==> config.mk <==
export PLATFORM = sky130hd
export DESIGN_NAME = teletext_packet_row_decoder
export DESIGN_NICKNAME = d
export VERILOG_FILES = /design/src/sv/tpr_pkg.sv /design/src/sv/tpr_decode.sv /design/src/sv/teletext_packet_row_decoder.sv
export SDC_FILE = /design/constraint.sdc
export NUM_CORES = 1
export LEC_CHECK = 0
export BUFFER_PORTS_ARGS = -buffer_cell sky130_fd_sc_hd__clkbuf_2
export CORE_MARGIN = 2
export CORE_UTILIZATION = 50
export DETAILED_ROUTE_END_ITERATION = 10
export GPL_TIMING_DRIVEN = 1
export PLACE_DENSITY = 0.71
export SYNTH_ARGS = -nofsm -noshare
export SYNTH_HDL_FRONTEND = slang
export SYNTH_HIERARCHICAL = 1
export SYNTH_SLANG_ARGS = --single-unit
==> constraint.sdc <==
create_clock -name clk -period 11.8 [get_ports clk]
set_clock_uncertainty 0.15 [all_clocks]
set_input_delay 0 -clock clk [delete_from_list [all_inputs] [get_ports clk]]
set_output_delay 0 -clock clk [all_outputs]
set_load 0.02 [all_outputs]
==> src/sv/tpr_pkg.sv <==
// ----------------------------------------------------------------------------
// tpr_pkg
// Types, constants and lookup functions shared by the teletext row decoder.
// ----------------------------------------------------------------------------
package tpr_pkg;

	localparam int unsigned PACKET_BYTES_DEF = 42;
	localparam int unsigned DISPLAY_ROWS_DEF = 26;

	// result kinds
	localparam logic KIND_GLYPH  = 1'b0;
	localparam logic KIND_HEADER = 1'b1;

	// byte positions inside a packet
	localparam int unsigned POS_ADDR_LO   = 0;
	localparam int unsigned POS_ADDR_HI   = 1;
	localparam int unsigned POS_PAGE_LO   = 2;
	localparam int unsigned POS_PAGE_HI   = 3;
	localparam int unsigned POS_SUB_0     = 4;
	localparam int unsigned POS_SUB_1     = 5;
	localparam int unsigned POS_SUB_2     = 6;
	localparam int unsigned POS_SUB_3     = 7;
	localparam int unsigned POS_CONTROL   = 9;
	localparam int unsigned POS_HDR_TEXT  = 10;
	localparam int unsigned POS_ROW_TEXT  = 2;

	// control characters
	localparam logic [6:0] CTRL_LIMIT    = 7'h20;
	localparam logic [6:0] CTRL_BLACK_BG = 7'h1C;
	localparam logic [6:0] CTRL_NEW_BG   = 7'h1D;

	localparam logic [2:0] COLOUR_WHITE = 3'd7;
	localparam logic [2:0] COLOUR_BLACK = 3'd0;
	localparam logic [2:0] LANG_LIMIT   = 3'd6;

	localparam logic [15:0] SUBCODE_MASK = 16'h3F7F;
	localparam logic [3:0]  MAG_ZERO_AS  = 4'h8;
	localparam logic [3:0]  NATIONAL_BASE = 4'hA;

	localparam logic [4:0] NAT_MISS = 5'h10;

	typedef struct packed {
		logic [3:0]  addr_lo;
		logic [2:0]  mag;
		logic [4:0]  row;
		logic [7:0]  page;
		logic [15:0] sub;
		logic [2:0]  lang;
		logic [2:0]  fg;
		logic [2:0]  bg;
		logic        mosaic;
	} tpr_state_t;

	typedef struct packed {
		logic        kind;
		logic [4:0]  row_number;
		logic [7:0]  glyph;
		logic [2:0]  fg_colour;
		logic [2:0]  bg_colour;
		logic [11:0] page_number;
		logic [13:0] subpage;
		logic        last_in_line;
	} tpr_result_t;

	localparam tpr_state_t STATE_RESET = '{
		addr_lo: 4'd0, mag: 3'd0, row: 5'd0, page: 8'd0, sub: 16'd0,
		lang: 3'd0, fg: COLOUR_WHITE, bg: COLOUR_BLACK, mosaic: 1'b0
	};

	// hamming data bits 1,3,5,7, no correction
	function automatic logic [3:0] data_nibble(input logic [7:0] b);
		return {b[7], b[5], b[3], b[1]};
	endfunction

	// national option slot, bit 4 set when the character has none
	function automatic logic [4:0] nat_slot(input logic [6:0] c);
		logic [4:0] s;
		case (c)
			7'h23: s = 5'd0;
			7'h24: s = 5'd1;
			7'h40: s = 5'd2;
			7'h5B: s = 5'd3;
			7'h5C: s = 5'd4;
			7'h5D: s = 5'd5;
			7'h5E: s = 5'd6;
			7'h5F: s = 5'd7;
			7'h60: s = 5'd8;
			7'h7B: s = 5'd9;
			7'h7C: s = 5'd10;
			7'h7D: s = 5'd11;
			7'h7E: s = 5'd12;
			default: s = NAT_MISS;
		endcase
		return s;
	endfunction

endpackage

==> src/sv/tpr_decode.sv <==
// ----------------------------------------------------------------------------
// tpr_decode
// Single-pass decode of one packet byte: next state and optional result.
// ----------------------------------------------------------------------------
module tpr_decode
	import tpr_pkg::*;
#(
	parameter int unsigned PACKET_BYTES = PACKET_BYTES_DEF,
	parameter int unsigned DISPLAY_ROWS = DISPLAY_ROWS_DEF,
	localparam int unsigned POS_W = $clog2(PACKET_BYTES)
) (
	input  logic [7:0]       data_byte,
	input  logic [POS_W-1:0] pos,
	input  tpr_state_t       st,
	output logic [POS_W-1:0] pos_next,
	output tpr_state_t       st_next,
	output logic             res_valid,
	output tpr_result_t      res
);

	logic [3:0]       nib;
	logic [6:0]       c;
	logic [4:0]       slot;
	logic [7:0]       c_ext;
	logic [7:0]       glyph;
	logic [POS_W-1:0] start;
	logic             row_shown;

	assign nib       = data_nibble(data_byte);
	assign c         = data_byte[6:0];
	assign c_ext     = {1'b0, c};
	assign slot      = nat_slot(c);
	assign row_shown = {1'b0, st.row} < 6'(DISPLAY_ROWS);
	assign start     = (st.row == 5'd0) ? POS_W'(POS_HDR_TEXT) : POS_W'(POS_ROW_TEXT);
	assign pos_next  = (pos == POS_W'(PACKET_BYTES - 1)) ? '0 : pos + 1'b1;

	always_comb begin
		st_next   = st;
		res_valid = 1'b0;
		res       = '0;
		glyph     = 8'd0;
		if (pos == POS_W'(POS_ADDR_LO)) begin
			st_next.addr_lo = nib;
		end else if (pos == POS_W'(POS_ADDR_HI)) begin
			st_next.mag    = st.addr_lo[2:0];
			st_next.row    = {nib, st.addr_lo[3]};
			st_next.fg     = COLOUR_WHITE;
			st_next.bg     = COLOUR_BLACK;
			st_next.mosaic = 1'b0;
		end else begin
			if (st.row == 5'd0) begin
				if (pos == POS_W'(POS_PAGE_LO)) begin
					st_next.page = {4'd0, nib};
				end else if (pos == POS_W'(POS_PAGE_HI)) begin
					st_next.page = {nib, st.page[3:0]};
				end else if (pos == POS_W'(POS_SUB_0)) begin
					st_next.sub = {12'd0, nib};
				end else if (pos == POS_W'(POS_SUB_1)) begin
					st_next.sub[7:4] = nib;
				end else if (pos == POS_W'(POS_SUB_2)) begin
					st_next.sub[11:8] = nib;
				end else if (pos == POS_W'(POS_SUB_3)) begin
					st_next.sub[15:12] = nib;
				end else if (pos == POS_W'(POS_CONTROL)) begin
					st_next.lang    = nib[2:0];
					res_valid       = 1'b1;
					res.kind        = KIND_HEADER;
					res.page_number = {(st.mag == 3'd0) ? MAG_ZERO_AS : {1'b0, st.mag},
						st.page};
					res.subpage     = 14'(st.sub & SUBCODE_MASK);
				end
			end
			if (pos >= start && row_shown) begin
				if (c < CTRL_LIMIT) begin
					if (!c[3]) begin
						st_next.fg     = c[2:0];
						st_next.mosaic = c[4];
					end
					if (c == CTRL_BLACK_BG) begin
						st_next.bg = COLOUR_BLACK;
					end else if (c == CTRL_NEW_BG) begin
						st_next.bg = st.fg;
					end
				end else if (!st.mosaic) begin
					if (slot[4]) begin
						glyph = c_ext - 8'h20;
					end else if (st.lang >= LANG_LIMIT) begin
						glyph = 8'd0;
					end else begin
						glyph = {NATIONAL_BASE + {1'b0, st.lang}, slot[3:0]};
					end
				end else if (c <= 7'h3F) begin
					glyph = c_ext + 8'h40;
				end else if (c <= 7'h5F) begin
					glyph = c_ext - 8'h20;
				end else begin
					glyph = c_ext + 8'h20;
				end
				res_valid        = 1'b1;
				res              = '0;
				res.kind         = KIND_GLYPH;
				res.row_number   = st.row;
				res.glyph        = glyph;
				res.fg_colour    = st_next.fg;
				res.bg_colour    = st_next.bg;
				res.last_in_line = (pos == POS_W'(PACKET_BYTES - 1));
			end
		end
	end

endmodule

==> src/sv/teletext_packet_row_decoder.sv <==
// ----------------------------------------------------------------------------
// teletext_packet_row_decoder
// Cuts a byte stream into teletext packets and emits header and glyph records.
// ----------------------------------------------------------------------------
// One byte is taken per clock cycle with no gaps needed while the skid stage
// is empty; its record, if any, goes to the output register, or to the skid
// stage while the output register is held. Each byte gives at most one record,
// decoded in a single pass between the packet state registers and the output
// register. A one-entry skid stage behind it lets one more record in while a
// record is held by the sink. Framing is by byte count alone, starting at reset.
module teletext_packet_row_decoder
	import tpr_pkg::*;
#(
	parameter int unsigned PACKET_BYTES = PACKET_BYTES_DEF,
	parameter int unsigned DISPLAY_ROWS = DISPLAY_ROWS_DEF
) (
	input  logic        clk,
	input  logic        arst_n,
	input  logic        s_tvalid,
	output logic        s_tready,
	input  logic [7:0]  s_tdata,   // data_byte
	output logic        m_tvalid,
	input  logic        m_tready,
	output logic [47:0] m_tdata,   // row_number, glyph, fg_colour, bg_colour,
	                               // page_number, subpage, zero fill
	output logic        m_tuser,   // kind
	output logic        m_tlast    // last_in_line
);

	localparam int unsigned POS_W = $clog2(PACKET_BYTES);

	logic [POS_W-1:0] pos_q;
	logic [POS_W-1:0] pos_next;
	tpr_state_t       st_q;
	tpr_state_t       st_next;
	logic             res_valid;
	tpr_result_t      res;

	tpr_result_t      out_q;
	logic             out_valid_q;
	tpr_result_t      skid_q;
	logic             skid_valid_q;

	logic             acc;
	logic             push;
	logic             out_free;

	tpr_decode #(
		.PACKET_BYTES(PACKET_BYTES),
		.DISPLAY_ROWS(DISPLAY_ROWS)
	) u_decode (
		.data_byte(s_tdata),
		.pos      (pos_q),
		.st       (st_q),
		.pos_next (pos_next),
		.st_next  (st_next),
		.res_valid(res_valid),
		.res      (res)
	);

	assign s_tready = !skid_valid_q;
	assign acc      = s_tvalid && s_tready;
	assign push     = acc && res_valid;
	assign out_free = !out_valid_q || m_tready;

	// packet state
	always_ff @(posedge clk or negedge arst_n) begin
		if (!arst_n) begin
			pos_q <= '0;
			st_q  <= STATE_RESET;
		end else if (acc) begin
			pos_q <= pos_next;
			st_q  <= st_next;
		end
	end

	// output register and skid control
	always_ff @(posedge clk or negedge arst_n) begin
		if (!arst_n) begin
			out_valid_q  <= 1'b0;
			skid_valid_q <= 1'b0;
		end else if (out_free) begin
			if (skid_valid_q) begin
				out_valid_q  <= 1'b1;
				skid_valid_q <= push;
			end else begin
				out_valid_q <= push;
			end
		end else if (push) begin
			skid_valid_q <= 1'b1;
		end
	end

	always_ff @(posedge clk) begin
		if (out_free) begin
			if (skid_valid_q) begin
				out_q <= skid_q;
				if (push) begin
					skid_q <= res;
				end
			end else if (push) begin
				out_q <= res;
			end
		end else if (push) begin
			skid_q <= res;
		end
	end

	assign m_tvalid = out_valid_q;
	assign m_tuser  = out_q.kind;
	assign m_tlast  = out_q.last_in_line;
	assign m_tdata  = {3'd0, out_q.subpage, out_q.page_number, out_q.bg_colour,
		out_q.fg_colour, out_q.glyph, out_q.row_number};

	a_skid_behind_out: assert property (@(posedge clk) disable iff (!arst_n)
		skid_valid_q |-> out_valid_q)
		else $error("skid entry held while output register empty");

	a_pos_range: assert property (@(posedge clk) disable iff (!arst_n)
		pos_q <= POS_W'(PACKET_BYTES - 1))
		else $error("byte position beyond packet length");

	a_pos_wrap: assert property (@(posedge clk) disable iff (!arst_n)
		(acc && pos_q == POS_W'(PACKET_BYTES - 1)) |=> (pos_q == '0))
		else $error("byte position did not wrap at packet end");

	a_header_row0: assert property (@(posedge clk) disable iff (!arst_n)
		(push && res.kind == KIND_HEADER) |-> (st_q.row == 5'd0))
		else $error("header record outside row 0");

	a_stall_no_push: assert property (@(posedge clk) disable iff (!arst_n)
		(out_valid_q && !m_tready && skid_valid_q) |=> $stable(skid_q))
		else $error("held skid transaction overwritten");

endmodule
* Word level (Yosys, flattened, before mapping) *
Index checks and enable logic that the tools add are counted.

storage, ports and cells
  register bits after elaboration = 145
  input port bits = 12
  logic and storage cells = 164
  output and inout bits = 52

operators by class
  bitwise gates (word level) = 8
  mux-type cells = 56
  order comparisons = 6
  reductions and logical operators = 29
  eq/ne operators = 28
  add/sub/neg operators = 5

operators with widths
  kind                 number
  $mux 47              8
  $mux 26              8
  $eq 7x7->1 const B   11
  $pmux 5 s13          1
  $mux 8               8
  $eq 6x3->1 const B   4
  $mux 7               3
  $mux 1               16
  $mux 4               4
  $reduce_bool 2->1    8
  $reduce_and 5->1     3
  $eq 7x5->1 const B   2
  $eq 7x6->1 const B   2
  $reduce_and 7->1     2
  $eq 6x2->1 const B   2
  $mux 6               2
  $reduce_and 11->1    1
  $mux 10              1
  $mux 3               3
  $reduce_and 9->1     1
  $add 7x6->8 const B  1
  $add 7x7->8 const B  1
  $not 1->1            8
  $reduce_and 8->1     1
  23 further kinds     31

* Logic depth before layout (Yosys ltp) *
Gate-level depths: netlist of run 1.

  depth after elaboration = 16
  mapped depth = 10
  mapped depth without buffers = 9

* By module *
Netlist of run 1, hierarchy kept.

modules (own cells, without submodules)
  module                       cells an instance  seq. area each (µm²)  area an instance (µm²)  instances
  teletext_packet_row_decoder  272                4177.8                5701.7                  1
  tpr_decode                   295                0.0                   1959.4                  1

* Least setup slack after synthesis of run 1 *
Ideal clock, no wire load.

  kind = register to register
  start point = register, netlist name st_q[38]
  end point = register skid_q[0] (netlist bit) (enable)
  data required time = 11140 ps
  stages on the path, launching flop included = 10
  setup time = 510 ps
  clock period less this slack = 6087 ps
  setup slack = 5713 ps
  data arrival time = 5428 ps
  buffers on the path = 1
  cell sequence = dfrtp_1 or4_1 or2_1 ha_1 o31ai_1 a221o_1 clkbuf_1 nand2b_1 nand2_1 nor3_1

RTL lines
  element               line                                RTL
  end signal, assigned  teletext_packet_row_decoder.sv:99   skid_q <= res;
  end signal, assigned  teletext_packet_row_decoder.sv:105  skid_q <= res;
  end, declared         teletext_packet_row_decoder.sv:41   tpr_result_t skid_q;

* Worst setup path after layout of run 1 *
  start point = register st_q[38] (netlist bit)
  end point = register out_q, in the netlist m_tdata[12] (enable)

between the ends
  longest elaborated chain between the ends = 10
  elaborated cells on any way between the ends = 12
  those cells by class = order compare: 2; mux: 5; reduce/logical: 5

RTL lines
  element                        line                                RTL
  start, declared                teletext_packet_row_decoder.sv:34   tpr_state_t st_q;
  start signal, assigned         teletext_packet_row_decoder.sv:73   st_q <= st_next;
  $logic_not 5->1                tpr_decode.sv:34, tpr_decode.sv:51
  $mux 4                         tpr_decode.sv:34                    assign start = (st.row == 5'd0) ? POS_W'(POS_HDR_TEXT) : POS_W'(POS_ROW_TEXT);
  $ge 6x6->1                     tpr_decode.sv:73                    if (pos >= start && row_shown) begin
  $logic_and 1x1->1              tpr_decode.sv:73
  $mux 1 *                       tpr_decode.sv:73
  $mux 1 *                       tpr_decode.sv:44                    end else if (pos == POS_W'(POS_ADDR_HI)) begin
  $mux 1 *                       tpr_decode.sv:42                    if (pos == POS_W'(POS_ADDR_LO)) begin
  net res_valid                  teletext_packet_row_decoder.sv:36   logic res_valid;
  $logic_and 1x1->1 *            teletext_packet_row_decoder.sv:63   assign push = acc && res_valid;
  $reduce_bool 2->1 (no line) *  n/a
  $reduce_and 2->1 (no line) *   n/a
  end signal, assigned           teletext_packet_row_decoder.sv:97   out_q <= skid_q;
  end signal, assigned           teletext_packet_row_decoder.sv:102  out_q <= res;
  end, declared                  teletext_packet_row_decoder.sv:39   tpr_result_t out_q;

Mark *: on every way through the listed nets, which the timed path passes. The rest lies on a longest branch.
A chain may end at the register's enable or synchronous reset.

==> results of run 1 <==
## flip-flops by register name (all words and copies together), names as in the netlist
| name | flops |
|---|---|
| m_tlast | 1 |
| pos_q | 6 |
| m_tdata | 45 |
| m_tvalid | 1 |
| skid_valid_q | 1 |
| skid_q | 47 |
| st_q | 43 |
| m_tuser | 1 |
## layout make-up
cell class                      instances  area, µm²  area share
Timing Repair Buffer                   71        400      0.0473
Clock inverter                         13        150      0.0177
Multi-Input combinational cell        360       3100       0.366
Sequential cell                       145       4100       0.485
Inverter                               12       45.0     0.00532
Clock buffer                           19        433      0.0512
Tap cell                              184        230      0.0272
## worst register-to-register path, cell delays in order, from the launching register on
cell and delay (ns):
dfrtp_1 0.41, or4_1 0.59, or2_1 0.30, ha_1 0.30, o31ai_1 0.09, a221o_1 0.49
nand2b_1 0.17, a21oi_1 0.14, nor2b_4 0.16, buf_4 0.53
## report_power, final
part	internal (µW)	switching, µW	total [µW]
logic	362	435	797
registers	780	130	910
clock network	315	224	539
total	1460	789	2250
## stage by stage
stage	setup slack [ns]	cells
finish	8.09	804
global route	7.87	804
CTS	8.06	804
detailed placement	8.07	765
global placement	8.21	765
floorplan	5.71	555
## metal layers
metal  up-vias  global-route usage
li1       2170                   -
met1      2300               0.275
met2       140               0.289
met3        25              0.0388
met4         0              0.0750
met5         -                   0
## path summary, 6_finish.rpt
check | depth (start not counted) | end | startpoint
worst min-delay path | 3 | skid_q[28] | s_tdata[0]
worst max-delay path | 9 | m_tdata[12] | st_q[38]
min in group asynchronous | 3 | st_q[28] | arst_n
worst min register to register | 1 | st_q[7] | st_q[7]
worst max register to register | 9 | m_tdata[12] | st_q[38]
max in group asynchronous | 3 | skid_valid_q | arst_n
## what timing repair did
item,in CTS,in global routing
setup buffers,0,0
setup endpoints to repair,0,0
hold buffers,7,0
endpoints found under the hold margin,63,0
==> results.md, run 1 <==
| Stage | Item | Reported |
| --- | --- | --- |
| critical path | Category of the worst setup path capture point | register |
| routing | Violation count after the first detailed-routing iteration | 418 |
| finish | Count of filler cells inserted in the layout | 1,136 |
| critical path | Kind of critical path | register to register |
| timing | Final setup viols | 0 |
| critical path | Buffers plus inverters on the worst setup path | 1 |
| critical path | Crit-path slowest cell | or4_1 |
| finish | Proportion of layout cells with a drive suffix above 1 | 0.371 |
| critical path | Required time at the worst-slack endpoint | 11.70 ns |
| finish | Most common cell after layout, fill and taps aside | edfxtp_1 |
| clocking | Clock latency at the later pin of the worst-skew pair | 0.42 ns |
| routing | Total iterations of the first detailed-routing run | 5 |
| power | Static Leak | 0.00353 µW |
| placed design | Area post-placement | 7810 µm² |
| timing | Sum of negative setup slack | 0 ns |
| logic synthesis | Cell area after synthesis | 7490 µm² |
| routing | DR WL met3 | 685 µm |
| floorplanning | Starting Density | 0.514 |
| timing | Transition time of the tightest slew-check pin | 1.19 ns |
| routing | Highest metal used | met4 |
| finish | Most frequent cells in the layout | edfxtp_1 (94), mux2_2 (69), clkbuf_2 (60), mux2_4 (47), dfrtp_1 (47) |
| routing | Ratio of routed vias to standard cells | 5.76 |
| worst hold path | Hold Crit Class | primary input to register |
| critical path | Crit start category | register |
| routing | Number of nets with antenna violations after detailed routing | 0 |
| clocking | PostCTS Resize Cnt | 0 |
| finish | Post-route cell area | 8460 µm² |
| timing | Period utilization | 0.315 |
| routing | # DRC | 0 |
| critical path | Worst path cell trace | or4_1, or2_1, ha_1, o31ai_1, a221o_1, nand2b_1, a21oi_1, nor2b_4, buf_4 |
| critical path | Slowest Stage Delay on Critical Path | 0.59 ns |
| grt | Total routing usage reported by global routing | 0.192 |
| floorplanning | Chip Width | 126 µm |
| finish | Number of diodes | 0 |
| placed design | Final GP Congestion | 0.841 |
| finish | Final core utilization | 0.580 |
| clocking | Clock tree from TritonCTS | yes |
| clocking | TritonCTS sink count | 145 |
| floorplanning | Die outline height | 126 µm |
| timing | Post-layout minimum cycle time | 3.71 ns |
| critical path | Worst EP arrival | 3.61 ns |
| timing | Maximum clock frequency | 0.269 GHz |
| timing | Count of endpoints failing hold in the final timing report | 0 |
| logic synthesis | Syn Inst Count | 553 |
| timing | Final Hold Slack | 0.0677 ns |
| status | Run status | finished clean |
| timing | Number of pins with negative max-slew slack in the final report | 0 |
| power | Max IR drop VDD | 133 µV |
| grt | GRT Residual Overflow | 0 |
| clocking | CTS clk-pin slew, worst paths | 0.06 ns |
| logic synthesis | Mean area per synthesized cell | 13.6 µm² |
| grt | First-pass GRT wire length | 24,500 µm |
| power | Power per cell area | 265 nW/µm² |
| grt | Antenna violations before repair | 0 |
| timing | Unrepaired setup endpoints after global routing | false |
| grt | Maximum number of pins on one net before global-route repair | 52 |
| clocking | Number of buffers inserted during clock tree synthesis | 17 |
| clocking | Root Buffer Master | clkbuf_16 |
| routing | Vias post-DR | 4,635 |
| clocking | H-tree Lvls | 4 |
| routing | WL met1 | 7020 µm |
| floorplanning | Number of top-level pins | 64 |
| routing | Met2 wire length | 6880 µm |
| timing | Worst rel slew slack | 0.210 |
| placed design | Hpwl dp | 9120 µm |
| floorplanning | Count of standard-cell rows | 44 |
| critical path | Max Fanout on Critical Path | 47 |
| critical path | Worst setup slack for register-to-register paths | 8.09 ns |
| clocking | Maximum buffer depth of the clock tree | 2 |
| logic synthesis | Yosys Warn Count | 6 |
| grt | Via count of the first global-routing pass | 4,753 |
| finish | Final nets | 629 |
| routing | Wirelength, routed | 14,900 µm |
| floorplanning | Core Box Area | 14,600 µm² |
| flow run | Max Cap Viol | 0 |
| placed design | I/O Buffers | 60 |
| floorplanning | Die footprint | 16,000 µm² |
| finish | Area delta synth->final | 12.9% |
| routing | DR WL/cell | 18.5 µm |
| power | Pwr Total | 2250 µW |
| critical path | Largest delay contributor family on the critical path | simple AND/OR/NAND/NOR gates |
(Power assumes the default switching activity.)
==> inputs of run 2 (changes only) <==
==> constraint.sdc (replaced) <==
create_clock -name clk -period 3.5 [get_ports clk]
set_clock_uncertainty 0.15 [all_clocks]
set_input_delay 0 -clock clk [delete_from_list [all_inputs] [get_ports clk]]
set_output_delay 0 -clock clk [all_outputs]
set_load 0.02 [all_outputs]
==> results.md, run 2 (same netlist as run 1, synthesis figures left out) <==
| Stage | Item | Reported | Change |
| --- | --- | --- | --- |
| status | Run status | finished clean |  |
| power | Static Leak | 0.00356 µW | +1.0% |
| worst hold path | Hold Startpoint | s_tdata[0] |  |
| timing | Number of pins with negative max-slew slack in the final report | 0 | unchanged |
| routing | Violation count after the first detailed-routing iteration | 428 | +2.4% |
| floorplanning | Die footprint | 16,000 µm² | unchanged |
| clocking | Clock latency at the later pin of the worst-skew pair | 0.43 ns | about the same |
| floorplanning | Die outline height | 126 µm | unchanged |
| finish | Filler-free cell count of the finished design | 811 | +0.87% |
| grt | Total routing usage reported by global routing | 0.195 | +0.00331 |
| routing | Ratio of routed vias to standard cells | 5.72 | -0.76% |
| timing | Count of endpoints failing hold in the final timing report | 0 | unchanged |
| routing | # DRC | 0 | unchanged |
| clocking | Clock tree from TritonCTS | yes |  |
| placed design | Hpwl dp | 9600 µm | +5.3% |
| clocking | Number of buffers inserted during clock tree synthesis | 17 | unchanged |
| finish | Reg with most FFs | skid_q |  |
| finish | Area delta synth->final | 14.7% |  |
| finish | Most frequent cells in the layout | edfxtp_1 (94), mux2_2 (69), clkbuf_2 (60), mux2_4 (47), dfrtp_1 (47) |  |
| timing | Final Hold Slack | 0.0481 ns | -0.0196 ns |
| grt | GRT Residual Overflow | 0 | unchanged |
| placed design | Number of instances in the placed design | 772 | +0.92% |
| critical path | Worst EP arrival | 3.46 ns | -0.15 ns |
| placed design | Final GP Congestion | 0.840 | about the same |
| floorplanning | Chip Width | 126 µm | unchanged |
| timing | Transition time of the tightest slew-check pin | 0.826 ns | -0.360 ns |
| clocking | H-tree Lvls | 4 | unchanged |
| critical path | Slowest Stage Delay on Critical Path | 0.57 ns | -0.02 ns |
| timing | Unrepaired setup endpoints after global routing | false |  |
| timing | Maximum clock frequency | 0.303 GHz | +12% |
| finish | Final core utilization | 0.589 | +0.00909 |
| grt | Via count of the first global-routing pass | 4,668 | -1.8% |
| floorplanning | Number of top-level pins | 64 | unchanged |
| power | Max IR drop VDD | 408 µV | +210% |
| finish | Proportion of layout cells with a drive suffix above 1 | 0.394 | +0.0230 |
| critical path | Category of the worst setup path capture point | register |  |
| finish | Final nets | 636 | +1.1% |
| critical path | Max Fanout on Critical Path | 5 | -89% |
| critical path | Crit path from | st_q[35] |  |
| finish | Number of diodes | 0 | unchanged |
| critical path | Required time at the worst-slack endpoint | 3.65 ns | -8.05 ns |
| clocking | TritonCTS sink count | 145 | unchanged |
| critical path | Worst path cell trace | or4_4, or2_4, ha_4, nor3_1, a221o_1, nand2b_4, a21oi_2, nand2_1, dlygate4sd3_1 |  |
| finish | Post-route cell area | 8590 µm² | +1.6% |
| routing | Number of nets with antenna violations after detailed routing | 0 | unchanged |
| power | Power per cell area | 891 nW/µm² | +240% |
| floorplanning | Starting Density | 0.514 | unchanged |
| routing | Total iterations of the first detailed-routing run | 6 | +1 |
| finish | Number of flip-flops in the largest register | 47 | unchanged |
| floorplanning | Core Box Area | 14,600 µm² | unchanged |
| clocking | Post-CTS setup buffers | 0 | unchanged |
| clocking | CTS clk-pin slew, worst paths | 0.06 ns | about the same |
| critical path | Crit-path slowest cell | or4_4 |  |
| power | Pwr Total | 7650 µW | +240% |
| critical path | Crit start category | register |  |
| grt | Maximum number of pins on one net before global-route repair | 52 | unchanged |
| timing | Worst rel slew slack | 0.448 | +0.239 |
| critical path | Worst setup slack for register-to-register paths | 0.19 ns | -7.89 ns |
| placed design | I/O Buffers | 60 | unchanged |
| placed design | Area post-placement | 7950 µm² | +1.8% |
| critical path | Startpoint of the worst register-to-register path | st_q[35] |  |
| critical path | Kind of critical path | register to register |  |
| routing | Vias post-DR | 4,640 | +0.11% |
| finish | Most common cell after layout, fill and taps aside | edfxtp_1 |  |
| flow run | Max Cap Viol | 0 | unchanged |
| routing | DR WL/cell | 18.3 µm | -1.3% |
| routing | Wirelength, routed | 14,800 µm | -0.44% |
| grt | First-pass GRT wire length | 24,800 µm | +1.2% |
| timing | Final setup viols | 0 | unchanged |
| grt | Antenna violations before repair | 0 | unchanged |
| timing | Period utilization | 0.944 | +0.630 |
| worst hold path | Hold Crit Class | primary input to register |  |
| clocking | Root Buffer Master | clkbuf_16 |  |
| clocking | Maximum buffer depth of the clock tree | 2 | unchanged |
| timing | Post-layout minimum cycle time | 3.31 ns | -0.409 ns |
| floorplanning | Count of standard-cell rows | 44 | unchanged |
## run 2: final cells by class
type,instances,area [µm²]
Fill cell,1115,6000
Sequential cell,145,4100
Multi-Input combinational cell,360,3140
Timing Repair Buffer,78,503
Clock buffer,18,439
Tap cell,184,230
Clock inverter,14,129
Inverter,12,45.0
## run 2: metrics by stage
stage	setup slack, ns	TNS, ns
6_report	0.195	0
3_3_place_gp	0.260	0
3_5_place_dp	0.0996	0
2_1_floorplan	-0.345	-16.82
5_1_grt	0.0215	0
4_1_cts	0.0621	0
## run 2: layer usage
layer	wire length, µm	vias to the layer above	GRT usage
met5	0	-	0
met4	278	0	0.0763
met3	467	24	0.0375
met2	6850	95	0.297
met1	7210	2332	0.279
li1	-	2189	-
## run 2: power by group
group,switching (µW),leakage (µW),internal [µW]
sequential,368,0.00155,2620
clock,778,0.000262,948
combinational,1590,0.00175,1350
## run 2: repair_timing
item / CTS / global route
gates resized for setup: 0 / 2
hold buffers: 7 / 0
hold endpoints to repair: 64 / 0
endpoints found under the setup margin: 0 / 3
## run 2: worst paths after layout
kind / endpoint / cells after the start
min in group asynchronous: st_q[28] / 3
worst max register to register: m_tvalid / 9
worst max-delay path: m_tvalid / 9
worst min-delay path: skid_q[29] / 3
max in group asynchronous: skid_valid_q / 3
worst min register to register: st_q[31] / 1
## run 2: worst max-delay path, delay by kind of cell (launching register included)
kind	cells	cell delay, ns
AOI/OAI and AO/OA	2	0.58
adders and majority gates	1	0.16
and+or+nand+nor	5	1.31
DFF	1	0.42
buffers and inverters	1	0.57
